<file path="config.mk">
export PLATFORM = sky130hd
export DESIGN_NAME = ata_block_to_taskfile_address_flat
export DESIGN_NICKNAME = d
export VERILOG_FILES = /design/src/rtl/atab2t_pkg.sv /design/src/rtl/atab2t_in_if.sv /design/src/rtl/atab2t_out_if.sv /design/src/rtl/atab2t_cfg_if.sv /design/src/rtl/atab2t_cell.sv /design/src/rtl/atab2t_chain.sv /design/src/rtl/ata_block_to_taskfile_address.sv /design/src/flat_wrapper.sv
export SDC_FILE = /design/constraint.sdc
export NUM_CORES = 2
export LEC_CHECK = 0
export BUFFER_PORTS_ARGS = -buffer_cell sky130_fd_sc_hd__clkbuf_2
export CAP_MARGIN = 20
export CELL_PAD_IN_SITES_DETAIL_PLACEMENT = 0
export CELL_PAD_IN_SITES_GLOBAL_PLACEMENT = 1
export CORE_AREA = 2 2 549 551
export CTS_CLUSTER_DIAMETER = 50
export CTS_CLUSTER_SIZE = 20
export DETAILED_ROUTE_END_ITERATION = 7
export DIE_AREA = 0 0 551 553
export PLACE_DENSITY = 0.81
export SETUP_SLACK_MARGIN = 0.3
export SYNTH_ARGS = -nofsm -noshare
export SYNTH_HDL_FRONTEND = slang
export SYNTH_HIERARCHICAL = 1
export SYNTH_SLANG_ARGS = --single-unit
</file>
<file path="constraint.sdc">
create_clock -name clk -period 7.27 [get_ports clk]
set_input_delay 0.727 -clock clk [delete_from_list [all_inputs] [get_ports clk]]
set_output_delay 0.727 -clock clk [all_outputs]
set_load 0.02 [all_outputs]
</file>
<file path="src/rtl/atab2t_pkg.sv">
// ----------------------------------------------------------------------------
// ATA task-file address package
// Widths, codes and the per-stage item carried down the divider chain.
// ----------------------------------------------------------------------------
package atab2t_pkg;

  localparam int START_W    = 32;
  localparam int COUNT_W    = 16;
  localparam int BLK_W      = 29;  // CHS dividend bits (start <= disk_blocks)
  localparam int SPC_W      = 13;  // heads * sectors per track
  localparam int HC_W       = 5;
  localparam int SPT_W      = 8;
  localparam int LBA_W      = 28;
  localparam int CYL_W      = 16;
  localparam int BYTE_W     = 8;
  localparam int STATUS_W   = 3;
  localparam int REG_IDX_W  = 3;
  localparam int CFG_DATA_W = 29;

  localparam int N_CYL_STEPS  = BLK_W;
  localparam int N_HEAD_STEPS = HC_W;
  localparam int N_CELLS      = N_CYL_STEPS + N_HEAD_STEPS;

  // status codes
  localparam logic [STATUS_W-1:0] ST_OK    = 3'd0;
  localparam logic [STATUS_W-1:0] ST_COUNT = 3'd1;
  localparam logic [STATUS_W-1:0] ST_START = 3'd2;
  localparam logic [STATUS_W-1:0] ST_END   = 3'd3;
  localparam logic [STATUS_W-1:0] ST_GEOM  = 3'd4;

  // register indexes
  localparam logic [REG_IDX_W-1:0] REG_LBA_MODE  = 3'd0;
  localparam logic [REG_IDX_W-1:0] REG_HEAD_CNT  = 3'd1;
  localparam logic [REG_IDX_W-1:0] REG_SPT       = 3'd2;
  localparam logic [REG_IDX_W-1:0] REG_DISK_BLKS = 3'd3;
  localparam logic [REG_IDX_W-1:0] REG_DRIVE_SEL = 3'd4;

  localparam logic [BLK_W-1:0]  LBA_LIMIT    = 29'h1000_0000;
  localparam logic [COUNT_W-1:0] COUNT_MAX   = 16'd255;
  localparam logic [BYTE_W-1:0] DRIVE_MASTER = 8'hA0;
  localparam logic [BYTE_W-1:0] DRIVE_SLAVE  = 8'hB0;
  localparam logic [BYTE_W-1:0] LBA_FLAG     = 8'h40;

  typedef struct packed {
    logic                vld;
    logic [STATUS_W-1:0] status;
    logic [LBA_W-1:0]    lba_addr;
    logic [BYTE_W-1:0]   cnt;
    logic [SPC_W-1:0]    rem;      // partial remainder
    logic [BLK_W-1:0]    dvd;      // dividend bits still to shift in, MSB first
    logic [CYL_W-1:0]    quo;      // quotient bits, low end newest
    logic [CYL_W-1:0]    cyl;      // cylinder, parked after the first divide
  } item_t;

  typedef struct packed {
    logic [STATUS_W-1:0] status;
    logic [BYTE_W-1:0]   sector_byte;
    logic [BYTE_W-1:0]   cyl_low_byte;
    logic [BYTE_W-1:0]   cyl_high_byte;
    logic [BYTE_W-1:0]   drive_head_byte;
    logic [BYTE_W-1:0]   count_byte;
  } res_t;

endpackage

</file>
<file path="src/rtl/atab2t_in_if.sv">
// ----------------------------------------------------------------------------
// ATA task-file address - request channel
// Start block and sector count, valid/ready handshake.
// ----------------------------------------------------------------------------
interface atab2t_in_if;
  import atab2t_pkg::*;

  logic               valid;
  logic               ready;
  logic [START_W-1:0] first_block;
  logic [COUNT_W-1:0] block_count;

  modport source (output valid, output first_block, output block_count, input ready);
  modport sink   (input valid, input first_block, input block_count, output ready);
endinterface

</file>
<file path="src/rtl/atab2t_out_if.sv">
// ----------------------------------------------------------------------------
// ATA task-file address - result channel
// Status and task-file bytes, valid/ready handshake.
// ----------------------------------------------------------------------------
interface atab2t_out_if;
  import atab2t_pkg::*;

  logic                valid;
  logic                ready;
  logic [STATUS_W-1:0] status;
  logic [BYTE_W-1:0]   sector_byte;
  logic [BYTE_W-1:0]   cyl_low_byte;
  logic [BYTE_W-1:0]   cyl_high_byte;
  logic [BYTE_W-1:0]   drive_head_byte;
  logic [BYTE_W-1:0]   count_byte;

  modport source (output valid, output status, output sector_byte, output cyl_low_byte,
                  output cyl_high_byte, output drive_head_byte, output count_byte,
                  input ready);
  modport sink   (input valid, input status, input sector_byte, input cyl_low_byte,
                  input cyl_high_byte, input drive_head_byte, input count_byte,
                  output ready);
endinterface

</file>
<file path="src/rtl/atab2t_cfg_if.sv">
// ----------------------------------------------------------------------------
// ATA task-file address - configuration write channel
// Register index and write data, valid/ready handshake.
// ----------------------------------------------------------------------------
interface atab2t_cfg_if;
  import atab2t_pkg::*;

  logic                  valid;
  logic                  ready;
  logic [REG_IDX_W-1:0]  reg_index;
  logic [CFG_DATA_W-1:0] wr_data;

  modport source (output valid, output reg_index, output wr_data, input ready);
  modport sink   (input valid, input reg_index, input wr_data, output ready);
endinterface

</file>
<file path="src/rtl/atab2t_cell.sv">
// ----------------------------------------------------------------------------
// ATA task-file address - divider cell
// One restoring-division step: shift in a dividend bit, trial subtract,
// register the item for the next cell.
// ----------------------------------------------------------------------------
module atab2t_cell (
  input  logic                           clk,
  input  logic                           rst_n,
  input  logic                           en,
  input  logic [atab2t_pkg::SPC_W-1:0]   divisor,
  input  atab2t_pkg::item_t              d_in,
  output atab2t_pkg::item_t              d_out
);
  import atab2t_pkg::*;

  logic [SPC_W:0] sh;
  logic [SPC_W:0] diff;
  logic           qb;
  item_t          item_nxt;
  item_t          item_r;

  always_comb begin
    sh       = {d_in.rem, d_in.dvd[BLK_W-1]};
    diff     = sh - {1'b0, divisor};
    qb       = (sh >= {1'b0, divisor});
    item_nxt = d_in;
    item_nxt.rem = qb ? diff[SPC_W-1:0] : sh[SPC_W-1:0];
    item_nxt.dvd = {d_in.dvd[BLK_W-2:0], 1'b0};
    item_nxt.quo = {d_in.quo[CYL_W-2:0], qb};
  end

  // only the valid flag is cleared; payload just holds through reset
  always_ff @(posedge clk) begin
    if (!rst_n) begin
      item_r.vld <= 1'b0;
    end else if (en) begin
      item_r <= item_nxt;
    end
  end

  assign d_out = item_r;

endmodule

</file>
<file path="src/rtl/atab2t_chain.sv">
// ----------------------------------------------------------------------------
// ATA task-file address - divider chain
// Cylinder divide (block / heads*sectors) followed by head divide
// (remainder / sectors), one quotient bit per cell.
// ----------------------------------------------------------------------------
module atab2t_chain (
  input  logic                           clk,
  input  logic                           rst_n,
  input  logic                           en,
  input  logic [atab2t_pkg::SPC_W-1:0]   spc,
  input  logic [atab2t_pkg::SPT_W-1:0]   spt,
  input  atab2t_pkg::item_t              head_item,
  output atab2t_pkg::item_t              tail_item
);
  import atab2t_pkg::*;

  item_t            stg [0:N_CELLS];
  item_t            hand;
  logic [SPC_W-1:0] spt_ext;

  assign spt_ext = {{(SPC_W-SPT_W){1'b0}}, spt};
  assign stg[0]  = head_item;

  // Between the two divides: park the cylinder, and preload the remainder
  // with its upper bits. Those are below the sector count because
  // remainder < heads*sectors <= 31*sectors.
  always_comb begin
    hand     = stg[N_CYL_STEPS];
    hand.cyl = stg[N_CYL_STEPS].quo;
    hand.quo = '0;
    hand.rem = {{N_HEAD_STEPS{1'b0}}, stg[N_CYL_STEPS].rem[SPC_W-1:N_HEAD_STEPS]};
    hand.dvd = {stg[N_CYL_STEPS].rem[N_HEAD_STEPS-1:0], {(BLK_W-N_HEAD_STEPS){1'b0}}};
  end

  for (genvar i = 0; i < N_CELLS; i++) begin : g_cell
    if (i < N_CYL_STEPS) begin : g_cyl
      atab2t_cell u_cell (
        .clk     (clk),
        .rst_n   (rst_n),
        .en      (en),
        .divisor (spc),
        .d_in    (stg[i]),
        .d_out   (stg[i+1])
      );
    end else if (i == N_CYL_STEPS) begin : g_hand
      atab2t_cell u_cell (
        .clk     (clk),
        .rst_n   (rst_n),
        .en      (en),
        .divisor (spt_ext),
        .d_in    (hand),
        .d_out   (stg[i+1])
      );
    end else begin : g_head
      atab2t_cell u_cell (
        .clk     (clk),
        .rst_n   (rst_n),
        .en      (en),
        .divisor (spt_ext),
        .d_in    (stg[i]),
        .d_out   (stg[i+1])
      );
    end
  end

  assign tail_item = stg[N_CELLS];

endmodule

</file>
<file path="src/rtl/ata_block_to_taskfile_address.sv">
// ----------------------------------------------------------------------------
// ATA task-file address translation - top level
// Turns a start block and sector count into task-file bytes and a status.
// ----------------------------------------------------------------------------
// Path: a transferred request passes the 34 registered divider cells, then the output register, to result valid.
// Throughput: one request per cycle while the chain is not frozen, through the 34-cell restoring divider chain.
// A full output plus skid register freezes the chain; otherwise it keeps moving.
// Config port is always ready; writes are expected only while the block is idle.
// Reset (rst_n low, synchronous): pipeline and output emptied, config to defaults.
// ----------------------------------------------------------------------------
module ata_block_to_taskfile_address (
  input  logic         clk,
  input  logic         rst_n,
  atab2t_in_if.sink    in_chan,
  atab2t_out_if.source out_chan,
  atab2t_cfg_if.sink   cfg_chan
);
  import atab2t_pkg::*;

  // configuration registers
  logic              lba_mode_r;
  logic [HC_W-1:0]   head_cnt_r;
  logic [SPT_W-1:0]  spt_r;
  logic [BLK_W-1:0]  disk_blks_r;
  logic              drive_sel_r;

  logic [SPC_W-1:0]  spc;

  // entry
  logic [START_W:0]  end_sum;
  logic [BLK_W-1:0]  limit;
  logic [STATUS_W-1:0] entry_status;
  item_t             entry_item;
  item_t             tail_item;
  logic              pipe_en;

  // output side
  res_t              fmt;
  res_t              out_r;
  res_t              out_nxt;
  res_t              skid_r;
  res_t              skid_nxt;
  logic              out_vld_r;
  logic              out_vld_nxt;
  logic              skid_vld_r;
  logic              skid_vld_nxt;
  logic [BYTE_W-1:0] drive_code;

  // --------------------------------------------------------------------------
  // Config writes
  // --------------------------------------------------------------------------
  assign cfg_chan.ready = 1'b1;

  always_ff @(posedge clk) begin
    if (!rst_n) begin
      lba_mode_r  <= 1'b1;
      head_cnt_r  <= 5'd16;
      spt_r       <= 8'd63;
      disk_blks_r <= '0;
      drive_sel_r <= 1'b0;
    end else if (cfg_chan.valid) begin
      unique case (cfg_chan.reg_index)
        REG_LBA_MODE:  lba_mode_r  <= cfg_chan.wr_data[0];
        REG_HEAD_CNT:  head_cnt_r  <= cfg_chan.wr_data[HC_W-1:0];
        REG_SPT:       spt_r       <= cfg_chan.wr_data[SPT_W-1:0];
        REG_DISK_BLKS: disk_blks_r <= cfg_chan.wr_data[BLK_W-1:0];
        REG_DRIVE_SEL: drive_sel_r <= cfg_chan.wr_data[0];
        default: ;  // unused indexes drop the write
      endcase
    end
  end

  // sectors per cylinder, 5x8 bits
  assign spc = {{(SPC_W-HC_W){1'b0}}, head_cnt_r} * {{(SPC_W-SPT_W){1'b0}}, spt_r};

  // --------------------------------------------------------------------------
  // Entry: range checks and status, in priority order
  // --------------------------------------------------------------------------
  assign end_sum = {1'b0, in_chan.first_block} +
                   {{(START_W+1-COUNT_W){1'b0}}, in_chan.block_count};
  assign limit   = lba_mode_r ? LBA_LIMIT : disk_blks_r;

  always_comb begin
    if (in_chan.block_count > COUNT_MAX) begin
      entry_status = ST_COUNT;
    end else if (in_chan.first_block > {{(START_W-BLK_W){1'b0}}, limit}) begin
      entry_status = ST_START;
    end else if (end_sum > {{(START_W+1-BLK_W){1'b0}}, limit}) begin
      entry_status = ST_END;
    end else if (!lba_mode_r && (head_cnt_r == '0 || spt_r == '0)) begin
      entry_status = ST_GEOM;
    end else begin
      entry_status = ST_OK;
    end
  end

  always_comb begin
    entry_item          = '0;
    entry_item.vld      = in_chan.valid;
    entry_item.status   = entry_status;
    entry_item.lba_addr = in_chan.first_block[LBA_W-1:0];
    entry_item.cnt      = in_chan.block_count[BYTE_W-1:0];
    entry_item.dvd      = in_chan.first_block[BLK_W-1:0];
  end

  // chain moves whenever the skid stage is free
  assign pipe_en       = !skid_vld_r;
  assign in_chan.ready = pipe_en;

  atab2t_chain u_chain (
    .clk       (clk),
    .rst_n     (rst_n),
    .en        (pipe_en),
    .spc       (spc),
    .spt       (spt_r),
    .head_item (entry_item),
    .tail_item (tail_item)
  );

  // --------------------------------------------------------------------------
  // Result formatting
  // --------------------------------------------------------------------------
  assign drive_code = drive_sel_r ? DRIVE_SLAVE : DRIVE_MASTER;

  always_comb begin
    fmt        = '0;
    fmt.status = tail_item.status;
    if (tail_item.status == ST_OK) begin
      fmt.count_byte = tail_item.cnt;
      if (lba_mode_r) begin
        fmt.sector_byte     = tail_item.lba_addr[7:0];
        fmt.cyl_low_byte    = tail_item.lba_addr[15:8];
        fmt.cyl_high_byte   = tail_item.lba_addr[23:16];
        fmt.drive_head_byte = drive_code | LBA_FLAG | {4'b0, tail_item.lba_addr[27:24]};
      end else begin
        // sector is 1-based; head keeps its low four bits only
        fmt.sector_byte     = tail_item.rem[BYTE_W-1:0] + 8'd1;
        fmt.cyl_low_byte    = tail_item.cyl[7:0];
        fmt.cyl_high_byte   = tail_item.cyl[15:8];
        fmt.drive_head_byte = drive_code | {4'b0, tail_item.quo[3:0]};
      end
    end
  end

  // --------------------------------------------------------------------------
  // Output register with skid: the skid catches the item leaving the chain
  // while the output holds a stalled result.
  // --------------------------------------------------------------------------
  always_comb begin
    out_nxt      = out_r;
    skid_nxt     = skid_r;
    out_vld_nxt  = out_vld_r;
    skid_vld_nxt = skid_vld_r;
    if (skid_vld_r) begin
      if (out_chan.ready) begin
        out_nxt      = skid_r;
        skid_vld_nxt = 1'b0;
      end
    end else if (tail_item.vld) begin
      if (!out_vld_r || out_chan.ready) begin
        out_nxt     = fmt;
        out_vld_nxt = 1'b1;
      end else begin
        skid_nxt     = fmt;
        skid_vld_nxt = 1'b1;
      end
    end else if (out_chan.ready) begin
      out_vld_nxt = 1'b0;
    end
  end

  always_ff @(posedge clk) begin
    if (!rst_n) begin
      out_vld_r  <= 1'b0;
      skid_vld_r <= 1'b0;
    end else begin
      out_vld_r  <= out_vld_nxt;
      skid_vld_r <= skid_vld_nxt;
    end
  end

  always_ff @(posedge clk) begin
    out_r  <= out_nxt;
    skid_r <= skid_nxt;
  end

  assign out_chan.valid           = out_vld_r;
  assign out_chan.status          = out_r.status;
  assign out_chan.sector_byte     = out_r.sector_byte;
  assign out_chan.cyl_low_byte    = out_r.cyl_low_byte;
  assign out_chan.cyl_high_byte   = out_r.cyl_high_byte;
  assign out_chan.drive_head_byte = out_r.drive_head_byte;
  assign out_chan.count_byte      = out_r.count_byte;

endmodule

</file>
<file path="src/flat_wrapper.sv">
// flat-port wrapper written by rule: the top's interface ports become plain ports
module ata_block_to_taskfile_address_flat import atab2t_pkg::*;
  (clk, rst_n, in_chan_valid, in_chan_first_block, in_chan_block_count, in_chan_ready, out_chan_valid, out_chan_status, out_chan_sector_byte, out_chan_cyl_low_byte, out_chan_cyl_high_byte, out_chan_drive_head_byte, out_chan_count_byte, out_chan_ready, cfg_chan_valid, cfg_chan_reg_index, cfg_chan_wr_data, cfg_chan_ready);
  atab2t_in_if in_chan_i ();
  atab2t_out_if out_chan_i ();
  atab2t_cfg_if cfg_chan_i ();
  input  logic clk;
  input  logic rst_n;
  input wire logic [$bits(in_chan_i.valid)-1:0] in_chan_valid;
  input wire logic [$bits(in_chan_i.first_block)-1:0] in_chan_first_block;
  input wire logic [$bits(in_chan_i.block_count)-1:0] in_chan_block_count;
  output wire logic [$bits(in_chan_i.ready)-1:0] in_chan_ready;
  output wire logic [$bits(out_chan_i.valid)-1:0] out_chan_valid;
  output wire logic [$bits(out_chan_i.status)-1:0] out_chan_status;
  output wire logic [$bits(out_chan_i.sector_byte)-1:0] out_chan_sector_byte;
  output wire logic [$bits(out_chan_i.cyl_low_byte)-1:0] out_chan_cyl_low_byte;
  output wire logic [$bits(out_chan_i.cyl_high_byte)-1:0] out_chan_cyl_high_byte;
  output wire logic [$bits(out_chan_i.drive_head_byte)-1:0] out_chan_drive_head_byte;
  output wire logic [$bits(out_chan_i.count_byte)-1:0] out_chan_count_byte;
  input wire logic [$bits(out_chan_i.ready)-1:0] out_chan_ready;
  input wire logic [$bits(cfg_chan_i.valid)-1:0] cfg_chan_valid;
  input wire logic [$bits(cfg_chan_i.reg_index)-1:0] cfg_chan_reg_index;
  input wire logic [$bits(cfg_chan_i.wr_data)-1:0] cfg_chan_wr_data;
  output wire logic [$bits(cfg_chan_i.ready)-1:0] cfg_chan_ready;
  assign in_chan_i.valid = in_chan_valid;
  assign in_chan_i.first_block = in_chan_first_block;
  assign in_chan_i.block_count = in_chan_block_count;
  assign in_chan_ready = in_chan_i.ready;
  assign out_chan_valid = out_chan_i.valid;
  assign out_chan_status = out_chan_i.status;
  assign out_chan_sector_byte = out_chan_i.sector_byte;
  assign out_chan_cyl_low_byte = out_chan_i.cyl_low_byte;
  assign out_chan_cyl_high_byte = out_chan_i.cyl_high_byte;
  assign out_chan_drive_head_byte = out_chan_i.drive_head_byte;
  assign out_chan_count_byte = out_chan_i.count_byte;
  assign out_chan_i.ready = out_chan_ready;
  assign cfg_chan_i.valid = cfg_chan_valid;
  assign cfg_chan_i.reg_index = cfg_chan_reg_index;
  assign cfg_chan_i.wr_data = cfg_chan_wr_data;
  assign cfg_chan_ready = cfg_chan_i.ready;
  ata_block_to_taskfile_address u_core (.clk(clk), .rst_n(rst_n), .in_chan(in_chan_i), .out_chan(out_chan_i), .cfg_chan(cfg_chan_i));
endmodule
</file>
==> metrics.log <==
[metrics] worst slew slack as a fraction of its limit: a little under a third
[metrics] peak clock frequency supported by timing: 154.4 MHz
[metrics] sequence of cells on the critical path: nand2_1 -> fa_1 -> fa_1 -> fa_1 -> inv_1 -> ha_1 -> a21oi_1 -> o21bai_1 -> a21oi_1 -> o21ai_0 -> buf_4 -> or4_1 -> nand3_2 -> buf_12 -> inv_1 -> ha_1 -> a21o_1 -> nor3_1 -> o21ai_0 -> o32a_2 -> mux2_1
[metrics] Buffers & Inverters on Critical Path: 4
[metrics] P&R area growth vs syn: 10.63%
[metrics] Clock Latency Late Sink: approximately 0.86 ns
[metrics] Tot GR Track Use: between 10% and 20%
[metrics] crit end category: flop
[metrics] slowest stage cell, crit path: sky130_fd_sc_hd__fa_1
[metrics] YS warnings: 6
[metrics] routed vias/inst: a little under 5
[metrics] Final Hold Fails: 0
[metrics] number of instances in the synthesized netlist: between 7000 and 8000
[metrics] Die X: roughly 550 um
[metrics] synthesized area per cell: roughly 16 um2
[metrics] cell area after synthesis: around 110000 um2
[metrics] placement-stage cell area: between 100000 and 150000 um2
[metrics] # hold bufs at CTS: 0
[metrics] Starting Density: a little under two fifths
[metrics] 1st-iter DRT viols: 3600
[metrics] maximum clock insertion buffer count: 4
[metrics] Row Count: around 200
[metrics] clock slew at reported path FFs: about 0.070 ns
[metrics] I/O pin count: between 100 and 150
[metrics] Arr. time, crit path: approximately 7 ns
[metrics] final-stage net count: about 8200
[metrics] Pleak: ~0.046 uW
[metrics] number of clock sinks seen by CTS: between 2000 and 3000
[metrics] worst clock skew: about 0.073 ns
[metrics] DIE HEIGHT: 553 um
[metrics] overall die area: between 300000 and 400000 um2
[metrics] transition at the pin with the smallest max-transition slack: roughly 1.0 ns
[metrics] number of maximum-capacitance constraint violations: 0
[metrics] Floorplan Core Area: ~300000 um2
[metrics] final routed wire length divided by cell count: roughly 18 um
[metrics] Max Slew Vio Count: 0
[metrics] detailed placement HPWL: 138600 um
[metrics] largest net degree at the start of global routing: 80
[metrics] post-CTS setup buffer count: 0
[metrics] TritonCTS clock tree: done
[metrics] aggregate routed wire length: 205100 um
[metrics] vias in the first global route: roughly 57000
[metrics] maximum level of the CTS H-tree: 4
[metrics] worst-path maximum fanout: 14
[metrics] critical path startpoint category: flop
[metrics] run status: finished, final reports clean
[metrics] Port Buffers: roughly 130
[metrics] crit-path max cell delay: 0.55 ns
[metrics] global-route wire length before repair: 323900 um
[metrics] root cell of the clock tree: sky130_fd_sc_hd__clkbuf_16
[metrics] unrepaired setup endpoints after global routing: no
[metrics] Top Family by Delay on Critical Path: adder cells
[metrics] count of final setup violators: 0
[metrics] Finished Cell Area: 123600 um2
[metrics] count of nets left with antenna violations after detail routing: 0
[metrics] Final TNS setup: 0 ns
[metrics] TritonCTS Buffers: just under 200
[metrics] post-cts repair resize count: 0
[metrics] Congestion Overflow GR: 0
[metrics] final period demand of the worst path: roughly 6.5 ns
[metrics] most common cell type on the critical path: sky130_fd_sc_hd__fa_1
[metrics] layout cells sized above 1: between 10% and 20%
[metrics] HP Class: in -> reg
[metrics] via count: around 57000
[metrics] Crit Path Class: reg -> reg
[metrics] Required @ worst endpoint: 7.83 ns
[metrics] power density normalized to cell area: 385.9 nW/um2
[metrics] number of design rule violations left after detail routing: 0
[metrics] final worst path period share: 89.11%
[metrics] final RePlAce weighted congestion: 0.8565
[metrics] peak supply drop: roughly 0.21 mV
[metrics] initial antenna violation count: 2
[metrics] first drt pass iteration count: 5
## worst paths after layout
check / startpoint / end / slack, ns / depth (start not counted)
hold reg to reg: u_core/u_chain/g_cell[23].g_cyl.u_cell/d_out[16]$_DFFE_PP_ / u_core/u_chain/g_cell[24].g_cyl.u_cell/d_out[17]$_DFFE_PP_ / 0.35 / 0
hold / removal: in_chan_block_count[3] / u_core/u_chain/g_cell[0].g_cyl.u_cell/d_out[77]$_DFFE_PP_ / 0.13 / 1
setup reg to reg: u_core/spt_r[1]$_SDFFE_PN1P_ / u_core/u_chain/g_cell[7].g_cyl.u_cell/d_out[65]$_DFFE_PP_ / 0.79 / 21
setup / recovery: u_core/spt_r[1]$_SDFFE_PN1P_ / u_core/u_chain/g_cell[7].g_cyl.u_cell/d_out[65]$_DFFE_PP_ / 0.79 / 21
## power breakdown
group          switching (uW)  internal, uW
registers                1240         19300
logic                    8290          8390
clock network            5120          5400
total                   14600         33100
## placed cells by master (no fill, tap or decap), drive strengths merged, types with 34 or more instances in the layout
cell type / n
clkbuf: 348
o211ai: 42
a31oi: 36
xnor2: 156
mux2: 381
or2: 66
edfxtp: 2489
ha: 538
o21ai: 226
nand2b: 152
inv: 583
o21a: 39
xor2: 181
nand3: 91
nand4: 58
mux2i: 132
conb: 62
and4: 36
nor2: 329
o311ai: 35
fa: 53
and2: 67
nor3: 78
nand2: 290
or3: 35
a21oi: 352
a21o: 84
buf: 74
a211oi: 108
nor4: 43
nand3b: 34
dfxtp: 80
nor2b: 111
## metal layers
layer,global-route usage [%],vias to the layer above,share of wire (%)
met1,18.25,27806,46
li1,-,27627,-
met4,3.485,0,2.6
met2,22.09,1169,47
met3,1.921,329,4.1
met5,0,-,0
## sequential cells by signal, indices dropped and copies added (netlist names), 8 cells and up
register / cells
u_core/disk_blks_r: 29
u_core/out_chan.cyl_high_byte: 8
u_core/u_chain/g_cell.g_cyl.u_cell/d_out: 2079
u_core/out_chan.count_byte: 8
u_core/u_chain/g_cell.g_hand.u_cell/d_out: 73
u_core/u_chain/g_cell.g_head.u_cell/d_out: 287
u_core/out_chan.cyl_low_byte: 8
u_core/out_chan.sector_byte: 8
u_core/skid_r: 42
u_core/spt_r: 8
## metrics by stage
step	total power (uW)	worst slack [ns]	hold WS (ns)	instances	util, %
2_1_floorplan	34290	0.3153	0.4003	7233	-
3_3_place_gp	36860	0.8207	0.4007	11309	39.31
3_5_place_dp	37310	0.7322	0.4045	11311	39.32
4_1_cts	47980	0.7132	0.05024	11611	41.36
5_1_grt	50350	0.4566	0.07146	11612	41.37
6_report	47700	0.7918	0.1257	11614	41.37
## worst register-to-register path: stages (launching register included)
cell                       delay, ns
sky130_fd_sc_hd__dfxtp_1        0.40
sky130_fd_sc_hd__nand2_1        0.10
sky130_fd_sc_hd__fa_1           0.49
sky130_fd_sc_hd__fa_1           0.52
sky130_fd_sc_hd__fa_1           0.55
sky130_fd_sc_hd__inv_1          0.04
sky130_fd_sc_hd__ha_1           0.37
sky130_fd_sc_hd__a21oi_1        0.30
sky130_fd_sc_hd__o21bai_1       0.10
sky130_fd_sc_hd__a21oi_1        0.28
sky130_fd_sc_hd__o21ai_0        0.16
sky130_fd_sc_hd__buf_4          0.18
sky130_fd_sc_hd__or4_1          0.41
sky130_fd_sc_hd__nand3_2        0.43
sky130_fd_sc_hd__buf_12         0.25
sky130_fd_sc_hd__inv_1          0.07
sky130_fd_sc_hd__ha_1           0.34
sky130_fd_sc_hd__a21o_1         0.22
sky130_fd_sc_hd__nor3_1         0.18
sky130_fd_sc_hd__o21ai_0        0.15
sky130_fd_sc_hd__o32a_2         0.36
sky130_fd_sc_hd__mux2_1         0.36
## final cells by class
type,instances,area (um2)
inverter,552,2073
sequential,2569,76350
multi-input combinational,4031,32850
clock inverter,80,1015
clock buffer,220,5079
timing repair buffer,202,1281
tap,3958,4952
antenna,2,5.005
fill,26548,175200
(Power assumes the default switching activity.)
